$ cat config.mk
export PLATFORM = sky130hd
export DESIGN_NAME = script_lexer_tokenizer_core
export DESIGN_NICKNAME = d
export VERILOG_FILES = /design/src/rtl/core/slt_pkg.sv /design/src/rtl/core/script_lexer_tokenizer_core.sv
export SDC_FILE = /design/constraint.sdc
export NUM_CORES = 1
export LEC_CHECK = 0
export BUFFER_PORTS_ARGS = -buffer_cell sky130_fd_sc_hd__buf_2
export CELL_PAD_IN_SITES_DETAIL_PLACEMENT = 0
export CELL_PAD_IN_SITES_GLOBAL_PLACEMENT = 1
export CORE_ASPECT_RATIO = 1.5
export CORE_MARGIN = 2
export CORE_UTILIZATION = 40
export DETAILED_ROUTE_END_ITERATION = 6
export PLACE_DENSITY = 0.69
export SETUP_SLACK_MARGIN = 0.02
export SYNTH_ARGS = -nofsm -noshare
export SYNTH_HDL_FRONTEND = slang
export SYNTH_SLANG_ARGS = --single-unit
$ cat constraint.sdc
create_clock -name clk -period 11.5 [get_ports clk]
set_clock_uncertainty 0.1 [all_clocks]
set_input_delay 1.15 -clock clk [delete_from_list [all_inputs] [get_ports clk]]
set_output_delay 1.15 -clock clk [all_outputs]
set_load 0.01 [all_outputs]
$ cat src/rtl/core/slt_pkg.sv
// Package for the script lexer tokenizer: scan modes, token kind codes,
// byte classes and the keyword table.
// No dependencies.
package slt_pkg;

  typedef enum logic [2:0] {
    MODE_IDLE,
    MODE_IDENT,
    MODE_NUMBER,
    MODE_STRING,
    MODE_COMMENT,
    MODE_ERROR
  } scan_mode_t;

  localparam int NUM_KW = 10;

  typedef logic [NUM_KW-1:0] kw_mask_t;
  typedef logic [4:0]        kind_t;
  typedef logic [7:0]        char_t;

  localparam kind_t KIND_IDENT     = 5'd0;
  localparam kind_t KIND_NUMBER    = 5'd1;
  localparam kind_t KIND_STRING    = 5'd2;
  localparam kind_t KIND_KW_FIRST  = 5'd3;
  localparam kind_t KIND_SYM_FIRST = 5'd13;
  localparam kind_t KIND_EOF       = 5'd26;
  localparam kind_t KIND_BAD       = 5'd27;
  localparam kind_t KIND_UNTERM    = 5'd28;

  localparam char_t CHAR_TAB     = 8'h09;
  localparam char_t CHAR_CR      = 8'h0D;
  localparam char_t CHAR_NEWLINE = 8'h0A;
  localparam char_t CHAR_SPACE   = 8'h20;
  localparam char_t CHAR_QUOTE   = 8'h22;
  localparam char_t CHAR_HASH    = 8'h23;
  localparam char_t CHAR_UNDER   = 8'h5F;

  function automatic logic is_alpha(char_t b);
    return ((b >= 8'h41) && (b <= 8'h5A)) || ((b >= 8'h61) && (b <= 8'h7A));
  endfunction

  function automatic logic is_digit(char_t b);
    return (b >= 8'h30) && (b <= 8'h39);
  endfunction

  function automatic logic is_space(char_t b);
    return (b == CHAR_SPACE) || ((b >= CHAR_TAB) && (b <= CHAR_CR));
  endfunction

  // Returns the symbol's kind code, or KIND_BAD when the byte is no symbol.
  function automatic kind_t sym_kind(char_t b);
    kind_t k;
    case (b)
      8'h3D:   k = KIND_SYM_FIRST + 5'd0;
      8'h28:   k = KIND_SYM_FIRST + 5'd1;
      8'h29:   k = KIND_SYM_FIRST + 5'd2;
      8'h7B:   k = KIND_SYM_FIRST + 5'd3;
      8'h7D:   k = KIND_SYM_FIRST + 5'd4;
      8'h5B:   k = KIND_SYM_FIRST + 5'd5;
      8'h5D:   k = KIND_SYM_FIRST + 5'd6;
      8'h2B:   k = KIND_SYM_FIRST + 5'd7;
      8'h2D:   k = KIND_SYM_FIRST + 5'd8;
      8'h2F:   k = KIND_SYM_FIRST + 5'd9;
      8'h2A:   k = KIND_SYM_FIRST + 5'd10;
      8'h2E:   k = KIND_SYM_FIRST + 5'd11;
      8'h2C:   k = KIND_SYM_FIRST + 5'd12;
      default: k = KIND_BAD;
    endcase
    return k;
  endfunction

  function automatic logic [2:0] kw_len(logic [3:0] idx);
    logic [2:0] l;
    case (idx)
      4'd0:    l = 3'd3;
      4'd1:    l = 3'd2;
      4'd2:    l = 3'd4;
      4'd3:    l = 3'd2;
      4'd4:    l = 3'd4;
      4'd5:    l = 3'd4;
      4'd6:    l = 3'd5;
      4'd7:    l = 3'd4;
      4'd8:    l = 3'd3;
      default: l = 3'd2;
    endcase
    return l;
  endfunction

  // Keyword text, left aligned in five bytes.
  function automatic logic [39:0] kw_text(logic [3:0] idx);
    logic [39:0] t;
    case (idx)
      4'd0:    t = {"Cmd", 16'h0};
      4'd1:    t = {"fn", 24'h0};
      4'd2:    t = {"File", 8'h0};
      4'd3:    t = {"if", 24'h0};
      4'd4:    t = {"else", 8'h0};
      4'd5:    t = {"elif", 8'h0};
      4'd6:    t = "while";
      4'd7:    t = {"loop", 8'h0};
      4'd8:    t = {"for", 16'h0};
      default: t = {"in", 24'h0};
    endcase
    return t;
  endfunction

  function automatic char_t kw_char(logic [3:0] idx, logic [2:0] pos);
    logic [39:0] t;
    char_t       c;
    t = kw_text(idx);
    case (pos)
      3'd0:    c = t[39:32];
      3'd1:    c = t[31:24];
      3'd2:    c = t[23:16];
      3'd3:    c = t[15:8];
      3'd4:    c = t[7:0];
      default: c = 8'h00;
    endcase
    return c;
  endfunction

  // Drops every keyword that cannot match once byte b lands at position pos.
  // pos_ok is low when the token is already too long for pos to hold its position.
  function automatic kw_mask_t kw_narrow(kw_mask_t cand, logic [2:0] pos, logic pos_ok,
                                         char_t b);
    kw_mask_t m;
    m = cand;
    for (int i = 0; i < NUM_KW; i++) begin
      if (!pos_ok || (pos >= kw_len(4'(i))) || (kw_char(4'(i), pos) != b)) begin
        m[i] = 1'b0;
      end
    end
    return m;
  endfunction

  function automatic kind_t kw_kind(kw_mask_t cand, logic [2:0] len, logic len_ok);
    kind_t k;
    k = KIND_IDENT;
    for (int i = 0; i < NUM_KW; i++) begin
      if (cand[i] && len_ok && (len == kw_len(4'(i)))) begin
        k = KIND_KW_FIRST + 5'(i);
      end
    end
    return k;
  endfunction

endpackage

$ cat src/rtl/core/script_lexer_tokenizer_core.sv
// Top level of the script lexer tokenizer: scan state registers and a
// four-entry result queue. Depends on slt_pkg.
//
// Usage: each input request carries one source byte (in_cmd low) or an
// end-of-input marker (in_cmd high). Each input request yields zero, one or
// two token results on the output channel; out_last_result marks the final
// result of that input request. Tokens carry a kind code, the start offset
// and the length of their text.
// Results: the results of an accepted input request are registered in the
// result queue and reach the output behind any results queued before them.
// Throughput: one input request per cycle while in_ready is high, as the scan
// state is updated from each incoming byte. Results leave at one per cycle
// while out_ready is high, so the two results of one request leave in turn.
// Stall: results wait in a four-entry queue; in_ready drops while fewer than
// two entries are free and returns as the receiver takes results.
// Reset: the queue empties, the scanner is idle and the stream offset is
// zero. An end-of-input request restores that same scan state.
module script_lexer_tokenizer_core #(
  parameter int OFFSET_BITS = 24
) (
  input  logic                   clk,
  input  logic                   rst_n,
  input  logic                   in_valid,
  output logic                   in_ready,
  input  logic                   in_cmd,
  input  logic [7:0]             in_char_byte,
  output logic                   out_valid,
  input  logic                   out_ready,
  output slt_pkg::kind_t         out_token_kind,
  output logic [OFFSET_BITS-1:0] out_text_start,
  output logic [OFFSET_BITS-1:0] out_text_length,
  output logic                   out_last_result
);
  import slt_pkg::*;

  typedef logic [OFFSET_BITS-1:0] off_t;

  localparam int QDEPTH = 4;

  function automatic off_t sat_inc(off_t v);
    return (v == '1) ? v : v + off_t'(1);
  endfunction

  scan_mode_t mode_r, mode_nxt;
  kw_mask_t   cand_r, cand_nxt;
  off_t       begin_r, begin_nxt;
  off_t       tok_len_r, tok_len_nxt;
  off_t       offset_r, offset_nxt;

  kind_t      q_kind_r  [QDEPTH];
  off_t       q_start_r [QDEPTH];
  off_t       q_len_r   [QDEPTH];
  logic       q_last_r  [QDEPTH];
  logic [1:0] head_r, head_nxt;
  logic [1:0] tail_r, tail_nxt;
  logic [2:0] fill_r, fill_nxt;

  logic accept;
  logic pop;
  logic id_char;
  logic pos_ok;
  kind_t flush_kind;
  kind_t sym_k;

  scan_mode_t st_mode;
  kw_mask_t   st_cand;
  off_t       st_begin;
  off_t       st_len;
  logic       st_emit;
  kind_t      st_kind;
  off_t       st_tlen;

  logic  a_v, b_v;
  kind_t a_kind, b_kind;
  off_t  a_start, b_start, a_len, b_len;

  logic [1:0] push_n;
  kind_t      e0_kind;
  off_t       e0_start, e0_len;
  logic       e0_last;

  assign accept    = in_valid && in_ready;
  assign pop       = out_valid && out_ready;
  assign in_ready  = (fill_r <= 3'd2);
  assign out_valid = (fill_r != 3'd0);

  assign out_token_kind  = q_kind_r[head_r];
  assign out_text_start  = q_start_r[head_r];
  assign out_text_length = q_len_r[head_r];
  assign out_last_result = q_last_r[head_r];

  assign id_char    = is_alpha(in_char_byte) || is_digit(in_char_byte) ||
                      (in_char_byte == CHAR_UNDER);
  assign pos_ok     = ((tok_len_r >> 3) == off_t'(0));
  assign flush_kind = (mode_r == MODE_IDENT) ? kw_kind(cand_r, tok_len_r[2:0], pos_ok)
                                             : KIND_NUMBER;
  assign sym_k      = sym_kind(in_char_byte);

  // Scan of a byte that arrives with no token in progress.
  always_comb begin
    st_mode  = MODE_IDLE;
    st_cand  = cand_r;
    st_begin = begin_r;
    st_len   = tok_len_r;
    st_emit  = 1'b0;
    st_kind  = KIND_BAD;
    st_tlen  = '0;
    if (is_space(in_char_byte)) begin
      st_mode = MODE_IDLE;
    end else if (is_alpha(in_char_byte) || (in_char_byte == CHAR_UNDER)) begin
      st_mode  = MODE_IDENT;
      st_begin = offset_r;
      st_len   = off_t'(1);
      st_cand  = kw_narrow('1, 3'd0, 1'b1, in_char_byte);
    end else if (is_digit(in_char_byte)) begin
      st_mode  = MODE_NUMBER;
      st_begin = offset_r;
      st_len   = off_t'(1);
    end else if (in_char_byte == CHAR_QUOTE) begin
      st_mode  = MODE_STRING;
      st_begin = sat_inc(offset_r);
      st_len   = '0;
    end else if (sym_k != KIND_BAD) begin
      st_emit = 1'b1;
      st_kind = sym_k;
      st_tlen = off_t'(1);
    end else if (in_char_byte == CHAR_HASH) begin
      st_mode = MODE_COMMENT;
    end else begin
      st_emit = 1'b1;
      st_kind = KIND_BAD;
      st_mode = MODE_ERROR;
    end
  end

  // Next scan state and the results of the current request. Result A is a
  // flushed token, result B anything that follows it.
  always_comb begin
    mode_nxt    = mode_r;
    cand_nxt    = cand_r;
    begin_nxt   = begin_r;
    tok_len_nxt = tok_len_r;
    offset_nxt  = offset_r;
    a_v         = 1'b0;
    a_kind      = flush_kind;
    a_start     = begin_r;
    a_len       = tok_len_r;
    b_v         = 1'b0;
    b_kind      = st_kind;
    b_start     = offset_r;
    b_len       = st_tlen;
    if (in_cmd) begin
      mode_nxt    = MODE_IDLE;
      cand_nxt    = '1;
      begin_nxt   = '0;
      tok_len_nxt = '0;
      offset_nxt  = '0;
      if (mode_r == MODE_STRING) begin
        b_v     = 1'b1;
        b_kind  = KIND_UNTERM;
        b_start = begin_r;
        b_len   = '0;
      end else if (mode_r != MODE_ERROR) begin
        a_v     = (mode_r == MODE_IDENT) || (mode_r == MODE_NUMBER);
        b_v     = 1'b1;
        b_kind  = KIND_EOF;
        b_start = offset_r;
        b_len   = '0;
      end
    end else begin
      offset_nxt = sat_inc(offset_r);
      unique case (mode_r)
        MODE_IDENT, MODE_NUMBER: begin
          if ((mode_r == MODE_IDENT) && id_char) begin
            cand_nxt    = kw_narrow(cand_r, tok_len_r[2:0], pos_ok, in_char_byte);
            tok_len_nxt = sat_inc(tok_len_r);
          end else if ((mode_r == MODE_NUMBER) && is_digit(in_char_byte)) begin
            tok_len_nxt = sat_inc(tok_len_r);
          end else begin
            a_v         = 1'b1;
            b_v         = st_emit;
            mode_nxt    = st_mode;
            cand_nxt    = st_cand;
            begin_nxt   = st_begin;
            tok_len_nxt = st_len;
          end
        end
        MODE_STRING: begin
          if (in_char_byte == CHAR_QUOTE) begin
            b_v      = 1'b1;
            b_kind   = KIND_STRING;
            b_start  = begin_r;
            b_len    = tok_len_r;
            mode_nxt = MODE_IDLE;
          end else begin
            tok_len_nxt = sat_inc(tok_len_r);
          end
        end
        MODE_COMMENT: begin
          if (in_char_byte == CHAR_NEWLINE) begin
            mode_nxt = MODE_IDLE;
          end
        end
        MODE_ERROR: begin
          mode_nxt = MODE_ERROR;
        end
        default: begin
          b_v         = st_emit;
          mode_nxt    = st_mode;
          cand_nxt    = st_cand;
          begin_nxt   = st_begin;
          tok_len_nxt = st_len;
        end
      endcase
    end
  end

  always_comb begin
    push_n   = accept ? ({1'b0, a_v} + {1'b0, b_v}) : 2'd0;
    e0_kind  = a_v ? a_kind : b_kind;
    e0_start = a_v ? a_start : b_start;
    e0_len   = a_v ? a_len : b_len;
    e0_last  = !(a_v && b_v);
    head_nxt = pop ? head_r + 2'd1 : head_r;
    tail_nxt = tail_r + push_n;
    fill_nxt = fill_r + {1'b0, push_n} - {2'b00, pop};
  end

  always_ff @(posedge clk) begin
    if (!rst_n) begin
      mode_r    <= MODE_IDLE;
      cand_r    <= '1;
      begin_r   <= '0;
      tok_len_r <= '0;
      offset_r  <= '0;
      head_r    <= '0;
      tail_r    <= '0;
      fill_r    <= '0;
    end else begin
      if (accept) begin
        mode_r    <= mode_nxt;
        cand_r    <= cand_nxt;
        begin_r   <= begin_nxt;
        tok_len_r <= tok_len_nxt;
        offset_r  <= offset_nxt;
      end
      head_r <= head_nxt;
      tail_r <= tail_nxt;
      fill_r <= fill_nxt;
    end
  end

  always_ff @(posedge clk) begin
    if (push_n != 2'd0) begin
      q_kind_r[tail_r]  <= e0_kind;
      q_start_r[tail_r] <= e0_start;
      q_len_r[tail_r]   <= e0_len;
      q_last_r[tail_r]  <= e0_last;
    end
    if (push_n == 2'd2) begin
      q_kind_r[tail_r + 2'd1]  <= b_kind;
      q_start_r[tail_r + 2'd1] <= b_start;
      q_len_r[tail_r + 2'd1]   <= b_len;
      q_last_r[tail_r + 2'd1]  <= 1'b1;
    end
  end

`ifndef SYNTH
  a_fill_bound: assert property (@(posedge clk) disable iff (!rst_n)
    fill_r <= 3'd4)
    else $error("result queue overfilled");

  a_eof_restart: assert property (@(posedge clk) disable iff (!rst_n)
    accept && in_cmd |=> (mode_r == MODE_IDLE) && (offset_r == '0))
    else $error("end of input did not restore the scan state");

  a_error_silent: assert property (@(posedge clk) disable iff (!rst_n)
    accept && (mode_r == MODE_ERROR) && !in_cmd
      |=> fill_r == $past(fill_r) - {2'b00, $past(pop)})
    else $error("result produced in error mode");

  a_queue_ptrs: assert property (@(posedge clk) disable iff (!rst_n)
    (fill_r == 3'd0) || (fill_r == 3'd4) |-> head_r == tail_r)
    else $error("queue pointers disagree with fill count");
`endif

endmodule

=== Word level (Yosys, flattened, before mapping) ===
Memory sizes are Yosys's and may differ from the RTL's. A register that Yosys moved wholly into a read port is not among the register bits.
Index checks and enable logic that the tools add are counted.

* Add/subtract/negate cells: 8
* $lt $le $gt $ge: 17
* Eq/ne operators: 68
* Mux-type cells: 201
* Reduce and logical (&&, ||, !) cells: 81

{| class="wikitable"
|+ Operators by type and width
! cell !! number
|-
| 24-bit 2-to-1 mux || 29
|-
| 8-bit 2-to-1 mux || 44
|-
| 8-bit != test || 17
|-
| 5-bit 2-to-1 mux || 21
|-
| 8-bit by 6-bit == test with 1-bit output, second input constant || 12
|-
| 3-bit 2-to-1 mux || 30
|-
| 7-bit case mux with 3 select lines || 4
|-
| 24-bit case mux with 3 select lines || 1
|-
| 5-bit case mux with 13 select lines || 1
|-
| 7-bit case mux with 4 select lines || 2
|-
| 10-bit 2-to-1 mux || 5
|-
| 24-bit by 1-bit adder with 24-bit output, second input constant || 2
|-
| 24-bit == test, second input constant || 2
|-
| 24-bit case mux with 2 select lines || 1
|-
| 1-bit 2-to-1 mux || 46
|-
| 4-bit != test, second input constant || 11
|-
| 4-bit AND reduction || 11
|-
| 7-bit case mux with 2 select lines || 3
|-
| 8-bit by 7-bit == test with 1-bit output, second input constant || 5
|-
| 7-bit case mux with 5 select lines || 1
|-
| 1-bit logical AND || 29
|-
| 1-bit logical OR || 28
|-
| 24-bit logical NOT || 1
|-
| 2-bit 2-to-1 mux || 10
|-
| 33 further kinds || 59
|}

* Register bits: 92
* Memory bits (writable): 216
* Input bits: 13
* Output and inout bits: 56
* Word-level logic and storage cells: 396
* Memories kept: 4

{| class="wikitable"
|+ Memory list
! name !! words !! width !! read ports !! clocked after Yosys merged registers in !! wr ports !! RTL line !! text
|-
| q_len_r || 4 || 24 || 1 || 1 || 2 || script_lexer_tokenizer_core.sv:52 || <nowiki>off_t q_len_r [QDEPTH];</nowiki>
|-
| q_start_r || 4 || 24 || 1 || 1 || 2 || script_lexer_tokenizer_core.sv:51 || <nowiki>off_t q_start_r [QDEPTH];</nowiki>
|-
| q_kind_r || 4 || 5 || 1 || 1 || 2 || script_lexer_tokenizer_core.sv:50 || <nowiki>kind_t q_kind_r [QDEPTH];</nowiki>
|-
| q_last_r || 4 || 1 || 1 || 1 || 2 || script_lexer_tokenizer_core.sv:53 || <nowiki>logic q_last_r [QDEPTH];</nowiki>
|}

=== Logic depth before layout (Yosys ltp) ===
Gate-level depths: netlist of run 1.

* Depth after elaboration: 17
* Depth in mapped cells: 17
* Depth with buffers taken out: 15

=== Worst setup path after synthesis of run 1 ===
Ideal clock, no wire load.

* Path type: input to register
* From: input in_char_byte[1]
* To: memory q_kind_r[1][0] in the netlist's numbering, enable pin
* Setup time: 0.531 ns
* Arrival: 6.852 ns
* Data required time: 10.869 ns
* Slack: 4.017 ns
* Cell stages on the path: 12
* Buffers on the path: 2
* Path through: buf_2 -> nor4_2 -> o21ai_2 -> a21oi_1 -> nand2_1 -> or3_1 -> nand3_1 -> ha_1 -> clkbuf_1 -> nand2_1 -> and2_1 -> nor3_1

{| class="wikitable"
|+ RTL lines
! element !! RTL line !! text
|-
| from (decl) || script_lexer_tokenizer_core.sv:26 || <nowiki>input logic [7:0] in_char_byte,</nowiki>
|-
| to (decl) || script_lexer_tokenizer_core.sv:50 ||
|}

==> impl_metrics.toml, run 1 <==
[sta]
fin_setup_tns_ps = 0
fin_crit_ps = 5390
fmax_mhz = 185.5
slew_viol_final = 0
hold_violations = 0
slew_headroom = 0.2733
rsz0062_at_grt = "false"
min_period_over_period = 0.4687
whs_ps = 386.8
finalSetupViolations = 0
worst_pin_slew_ps = 1090

[layout]
diodes = 0
fillers = 3932
finalNonFillerCells = 2074
nets = 1511
area_delta_synth_final_pct = 9.757
drive_gt1_frac = 0.2132
stdcell_area_mm2 = 0.01844

[drt]
drt_iter0_drc = 754
dr.pass1.iters = 5
wl_per_cell_um = 22.11
vias_per_cell = 5.825
wirelength_mm = 45.85
vias = 12081
ant_nets = 0
drc_errors = 0

[floorplan]
io_pins = 69
start_util = 0.4020
die-area_mm2 = 0.04369
coreArea_mm2 = 0.04179
rows = 92
fp.dieH_um = 255.0
die_w_um = 171.3

[setup_path]
cp_cell_sequence = "buf_2 > and2_1 > a31oi_4 > a21oi_1 > buf_4 > nand2_1 > or3_1 > nand3_1 > ha_1 > inv_1 > nand2_1 > nor4_1 > nor2_4 > nor2_4 > mux2_2"
path_class = "input port to register"
cp_max_fo = 29
cp_data_arrival_time_ps = 5600
worstPathRequired_ps = 11710
max_stage_delay_ps = 760
startpoint_type = "input port"
critPathCaptureType = "register"
slowest_stage = "nor2_4"
r2r_cells = 12

[clocking]
numCtsBuffers = 28
cts_tree = "done"
clk_pin_slew_ps = 60
cts_hold_buf = 0
cts-root-buf = "clkbuf_16"
cts.sinks = 310
h-tree-depth = 1
clk_latency_ps = 560
cts_buffer_depth = 3
postCtsSetupRepairBufs = 0
cts_resized = 0

[synthesis]
ys.warnings.count = 0
yosys.cell_count.top_type = "edfxtp_1"
seq_area_frac_synth = 0.4958
async_flop_share = 0
synth_nets = 1522
synth_cells = 1499
yosysTopAreaCell = "edfxtp_1"
yosys_most_used_dff = "edfxtp_1"
synth.top_cell.area_share = 0.3790
synth_area_mm2 = 0.01680
synth_edf_count = 212
ys_seq_elements = 310
yosys-top-cells-area = "edfxtp_1 38%, dfxtp_1 12%, mux4_2 7.2%"
synth_common_cells = "212 x edfxtp_1, 112 x nand2_1, 98 x dfxtp_1, 98 x nor2_1, 91 x mux2_2"
syn_avg_cell_area_um2 = 11.21
synth_cell_types = 88

[power_and_ir_drop]
p_leak_nw = 6.131
p_seq_frac = 0.441
power_frac_clock = 0.316
swShare = 0.3006
p_per_area_mw_per_mm2 = 165.6
intPower_w = 0.002136
vdd_drop_max_mv = 0.1130
power_switching_w = 0.0009179
combPwrFrac = 0.244

[hold_path]
hold_path.class = "register to register"
whs_path_depth = 2

[grt]
first_global_vias = 12150
grt_first_pass_wirelength_mm = 70.93
track_usage = 0.2109
grt_antenna_before_repair = 0
grt_max_degree = 52
globalRouteOverflowTotal = 0

[place]
place_area_mm2 = 0.01749
dp.cells = 2022
hpwl_mm = 30.01
gp_congestion = 0.8934
port-buffer-count = 68

[status]
status = "complete, no violations"

[job]
max_cap_violations = 0
[power groups by stage]
stage | Clock (W) | Sequential [W] | Combinational [W]
after floorplan | 0 | 0.00133 | 0.000523
after global placement | 0 | 0.00137 | 0.000750
after detailed placement | 0 | 0.00137 | 0.000754
after CTS | 0.000984 | 0.00135 | 0.000756
after global routing | 0.00102 | 0.00136 | 0.000807
final | 0.000964 | 0.00135 | 0.000744
[worst max-delay path, delay by kind of cell]
family / cells / cell delay, ps
simple gates: 8 / 2630
buf+inv: 3 / 770
mux: 1 / 410
fa+ha+maj: 1 / 290
compound gates: 2 / 300
[cell type report]
cell class                 count  area, µm²  area share
sequential                   310       8333      0.4520
inverter                      18      67.56    0.003664
clock buffer                  36      803.3     0.04357
clock inverter                16      146.4    0.007940
timing repair buffer          89      498.0     0.02701
tap                          564      705.7     0.03827
multi-input combinational   1041       7884      0.4276
[kinds of logic (layout without fill, tap and decap cells)]
family / after synthesis / in the layout / synth area share
muxes: 164 / 164 / 0.1452
adders and majority gates: 10 / 10 / 0.007895
and+or+nand+nor: 503 / 503 / 0.1607
buffers and inverters: 148 / 159 / 0.03657
AOI/OAI and AO/OA: 319 / 319 / 0.1305
xor gates and xnor gates: 45 / 45 / 0.02346
DFF: 310 / 310 / 0.4958
[layout by cell type (no fill, tap or decap), drive strengths merged, types with 13 or more instances in the layout]
| master | Yosys | layout |
|---|---|---|
| o2bb2ai | 24 | 24 |
| o21ai | 69 | 69 |
| nand4 | 21 | 21 |
| nor2 | 110 | 110 |
| and2 | 65 | 65 |
| nand2 | 112 | 112 |
| a21oi | 73 | 73 |
| buf | 45 | 89 |
| clkbuf | 85 | 36 |
| xnor2 | 27 | 27 |
| mux4 | 54 | 54 |
| and3 | 15 | 15 |
| dfxtp | 98 | 98 |
| clkinv | 2 | 13 |
| mux2i | 13 | 13 |
| nor2b | 50 | 50 |
| mux2 | 97 | 97 |
| nor3 | 27 | 27 |
| xor2 | 18 | 18 |
| nand3 | 33 | 33 |
| inv | 16 | 17 |
| a31oi | 30 | 30 |
| nor4 | 15 | 15 |
| edfxtp | 212 | 212 |
[registers in the layout, indices dropped and copies added, names as in the netlist, 3 cells and up, named ones only]
register,count
cand_r,10
q_last_r,4
offset_r,24
a_start,24
q_start_r,96
mode_r,3
q_len_r,96
a_len,24
q_kind_r,20
fill_r,3
[worst paths after layout]
| check | from | to | slack, ps |
|---|---|---|---|
| setup / recovery | in_char_byte[2] | q_start_r[1][19] | 6110 |
| hold / removal | cand_r[5] | cand_r[5] | 390 |
| setup reg to reg | mode_r[2] | q_start_r[1][19] | 6820 |
| hold reg to reg | cand_r[5] | cand_r[5] | 390 |
[layer usage]
layer | wire [µm] | share of wire | up-vias | track usage
li1 | - | - | 5644 | -
met1 | 18330 | 0.40 | 5999 | 0.2534
met2 | 24130 | 0.53 | 345 | 0.3894
met3 | 1882 | 0.041 | 93 | 0.01871
met4 | 1518 | 0.033 | 0 | 0.07821
met5 | 0 | 0 | - | 0
[through the flow]
| step | utilization | worst slack [ps] | power (W) |
|---|---|---|---|
| 2_1_floorplan | - | 4017 | 0.001857 |
| 3_3_place_gp | 0.4185 | 5686 | 0.002118 |
| 3_5_place_dp | 0.4185 | 5609 | 0.002126 |
| 4_1_cts | 0.4413 | 6182 | 0.003088 |
| 5_1_grt | 0.4413 | 5801 | 0.003186 |
| 6_report | 0.4413 | 6110 | 0.003054 |
No activity file was read; power rests on OpenSTA's default activity.
==> run 2: changes to the inputs <==
--- a/config.mk
+++ b/config.mk
@@ -5,6 +5,7 @@
 export SDC_FILE = /design/constraint.sdc
 export NUM_CORES = 1
 export LEC_CHECK = 0
+export ABC_AREA = 1
 export BUFFER_PORTS_ARGS = -buffer_cell sky130_fd_sc_hd__buf_2
 export CELL_PAD_IN_SITES_DETAIL_PLACEMENT = 0
 export CELL_PAD_IN_SITES_GLOBAL_PLACEMENT = 1
@@ -12,7 +13,7 @@
 export CORE_MARGIN = 2
 export CORE_UTILIZATION = 40
 export DETAILED_ROUTE_END_ITERATION = 6
-export PLACE_DENSITY = 0.69
+export PLACE_DENSITY = 0.73
 export SETUP_SLACK_MARGIN = 0.02
 export SYNTH_ARGS = -nofsm -noshare
 export SYNTH_HDL_FRONTEND = slang
==> constraint.sdc (replaced) <==
create_clock -name clk -period 5.6 [get_ports clk]
set_clock_uncertainty 0.1 [all_clocks]
set_input_delay 0.56 -clock clk [delete_from_list [all_inputs] [get_ports clk]]
set_output_delay 0.56 -clock clk [all_outputs]
set_load 0.01 [all_outputs]
==> impl_metrics.toml, run 2 <==
[hold_path]
whs_path_depth = 2
hold_path.class = "input port to register"

[floorplan]
die-area_mm2 = 0.04550
die_w_um = 174.8
coreArea_mm2 = 0.04305
start_util = 0.4067
io_pins = 69
fp.dieH_um = 260.3
rows = 93

[sta]
slew_viol_final = 0
rsz0062_at_grt = "false"
hold_violations = 0
min_period_over_period = 0.7305
fin_crit_ps = 4091
finalSetupViolations = 0
fmax_mhz = 244.5
fin_setup_tns_ps = 0
slew_headroom = 0.2706
worst_pin_slew_ps = 1094

[drt]
drt_iter0_drc = 1257
wirelength_mm = 54.05
wl_per_cell_um = 19.06
vias_per_cell = 5.432
vias = 15406
dr.pass1.iters = 7
drc_errors = 0
ant_nets = 0

[synthesis]
ys.warnings.count = 0
yosysTopAreaCell = "edfxtp_1"
synth_cell_types = 48
synth_area_mm2 = 0.01751
synth.top_cell.area_share = 0.3636
yosys.cell_count.top_type = "nand2_1"
ys_seq_elements = 310
synth_common_cells = "461 x nand2_1, 357 x nor2_1, 273 x o21ai_0"
async_flop_share = 0
synth_nets = 2268
yosys-top-cells-area = "edfxtp_1 36%, dfxtp_1 11%, nand2_1 9.9%"
yosys_most_used_dff = "edfxtp_1"
syn_avg_cell_area_um2 = 7.800
seq_area_frac_synth = 0.4756
synth_cells = 2245
synth_edf_count = 212

[place]
hpwl_mm = 36.37
dp.cells = 2779
place_area_mm2 = 0.01814
port-buffer-count = 68
gp_congestion = 0.9217

[setup_path]
path_class = "register to register"
cp_data_arrival_time_ps = 4190
max_stage_delay_ps = 630
cp_cell_sequence = "inv_1 > nor3_1 > inv_1 > nor2_4 > nand2_4 > nand2_1 > inv_1 > nand2_1 > ha_1 > inv_1 > nor2_2 > inv_2 > nor2_1 > inv_1 > nor3_2 > inv_1 > nand2_2 > buf_4"
cp_common_cell = "inv_1"
critPathCaptureType = "register"
slowest_stage = "buf_4"
worstPathRequired_ps = 5700
ff2ff_setup_slack_ps = 1510
r2r_cells = 18
startpoint_type = "register"
cp_max_fo = 53

[grt]
grt_max_degree = 109
grt_first_pass_wirelength_mm = 85.18
first_global_vias = 15226
track_usage = 0.2365
grt_antenna_before_repair = 0
globalRouteOverflowTotal = 0

[power_and_ir_drop]
p_leak_nw = 6.952
p_per_area_mw_per_mm2 = 364.0
p_total_w = 0.006977
vdd_drop_max_mv = 0.2528

[clocking]
h-tree-depth = 1
cts_buffer_depth = 3
cts-root-buf = "clkbuf_16"
cts_tree = "done"
cts.sinks = 310
cts_resized = 0
clk_pin_slew_ps = 70
cts_hold_buf = 0
clk_latency_ps = 570
numCtsBuffers = 31
postCtsSetupRepairBufs = 0

[layout]
mostFrequentLayoutCell = "nand2_1"
layout_common_cells = "460 x nand2_1, 357 x nor2_1, 271 x o21ai_0"
nets = 2265
stdcell_area_mm2 = 0.01917
drive_gt1_frac = 0.09797
area_delta_synth_final_pct = 9.468
top_regs = "q_len_r x96, q_start_r x96"
multi_input_area_mm2 = 0.007836
finalNonFillerCells = 2836
fillers = 4448
diodes = 0
seq_area_mm2 = 0.008333

[status]
status = "complete, no violations"

[job]
max_cap_violations = 0
run 2: changes by cell type in the layout (fill, tap and decap cells not counted), sizes merged, moves of 47 or more:
cell,change
a21oi,+66
and2,-65
inv,+179
mux2,-97
mux4,-54
nand2,+362
nand3,+65
nor2,+260
nor2b,-50
o21ai,+241
o22ai,+47
run 2: cell type report:
type | instances | share of cell area
well taps | 570 | 0.03721
repair buffers | 85 | 0.02637
clock inverters | 24 | 0.01260
clock buffers | 33 | 0.04086
multi-input cells | 1617 | 0.4088
flip-flops and latches | 310 | 0.4347
inverters | 197 | 0.03943
run 2: metal layers:
layer | share of wire | up-vias | GRT usage
li1 | - | 7567 | -
met5 | 0 | - | 0
met4 | 0.035 | 0 | 0.08773
met1 | 0.43 | 7315 | 0.3019
met3 | 0.047 | 96 | 0.01967
met2 | 0.49 | 428 | 0.4178
run 2: stage by stage:
| stage | setup slack (ps) | hold WS (ps) | util |
|---|---|---|---|
| CTS | 1528 | 219.1 | 0.4452 |
| global placement | 1030 | 347.1 | 0.4214 |
| floorplan | -1159 | 336.5 | - |
| finish | 1509 | 242.3 | 0.4452 |
| detailed placement | 996.5 | 355.4 | 0.4214 |
| global route | 1225 | 262.1 | 0.4452 |
run 2: path summary, 6_finish.rpt:
check | start | end
setup / recovery | mode_r[1] | q_start_r[3][12]
hold / removal | rst_n | cand_r[2]
setup reg to reg | mode_r[1] | q_start_r[3][12]
hold reg to reg | head_r[1] | register
run 2: logic make-up after synthesis:
| group | count (synthesis) | synth area share |
|---|---|---|
| buf+inv | 318 | 0.07910 |
| xor+xnor | 39 | 0.01951 |
| fa+ha+maj | 10 | 0.007574 |
| compound gates | 550 | 0.1740 |
| flops | 310 | 0.4756 |
| simple gates | 1017 | 0.2437 |
| mux | 1 | 0.0005717 |
run 2: where the power goes:
| part | internal, W | leakage [nW] | total, W | switching [W] |
|---|---|---|---|---|
| sequential | 0.00274 | 2.86 | 0.00284 | 0.000101 |
| clock | 0.00120 | 0.480 | 0.00212 | 0.000921 |
| combinational | 0.000551 | 3.61 | 0.00202 | 0.00146 |
run 2: critical path, delay by kind of cell (launching register included):
kind / cells / cell delay, ps
and+or+nand+nor: 9 / 1560
buffers and inverters: 8 / 1410
DFF: 1 / 420
adders and majority gates: 1 / 170
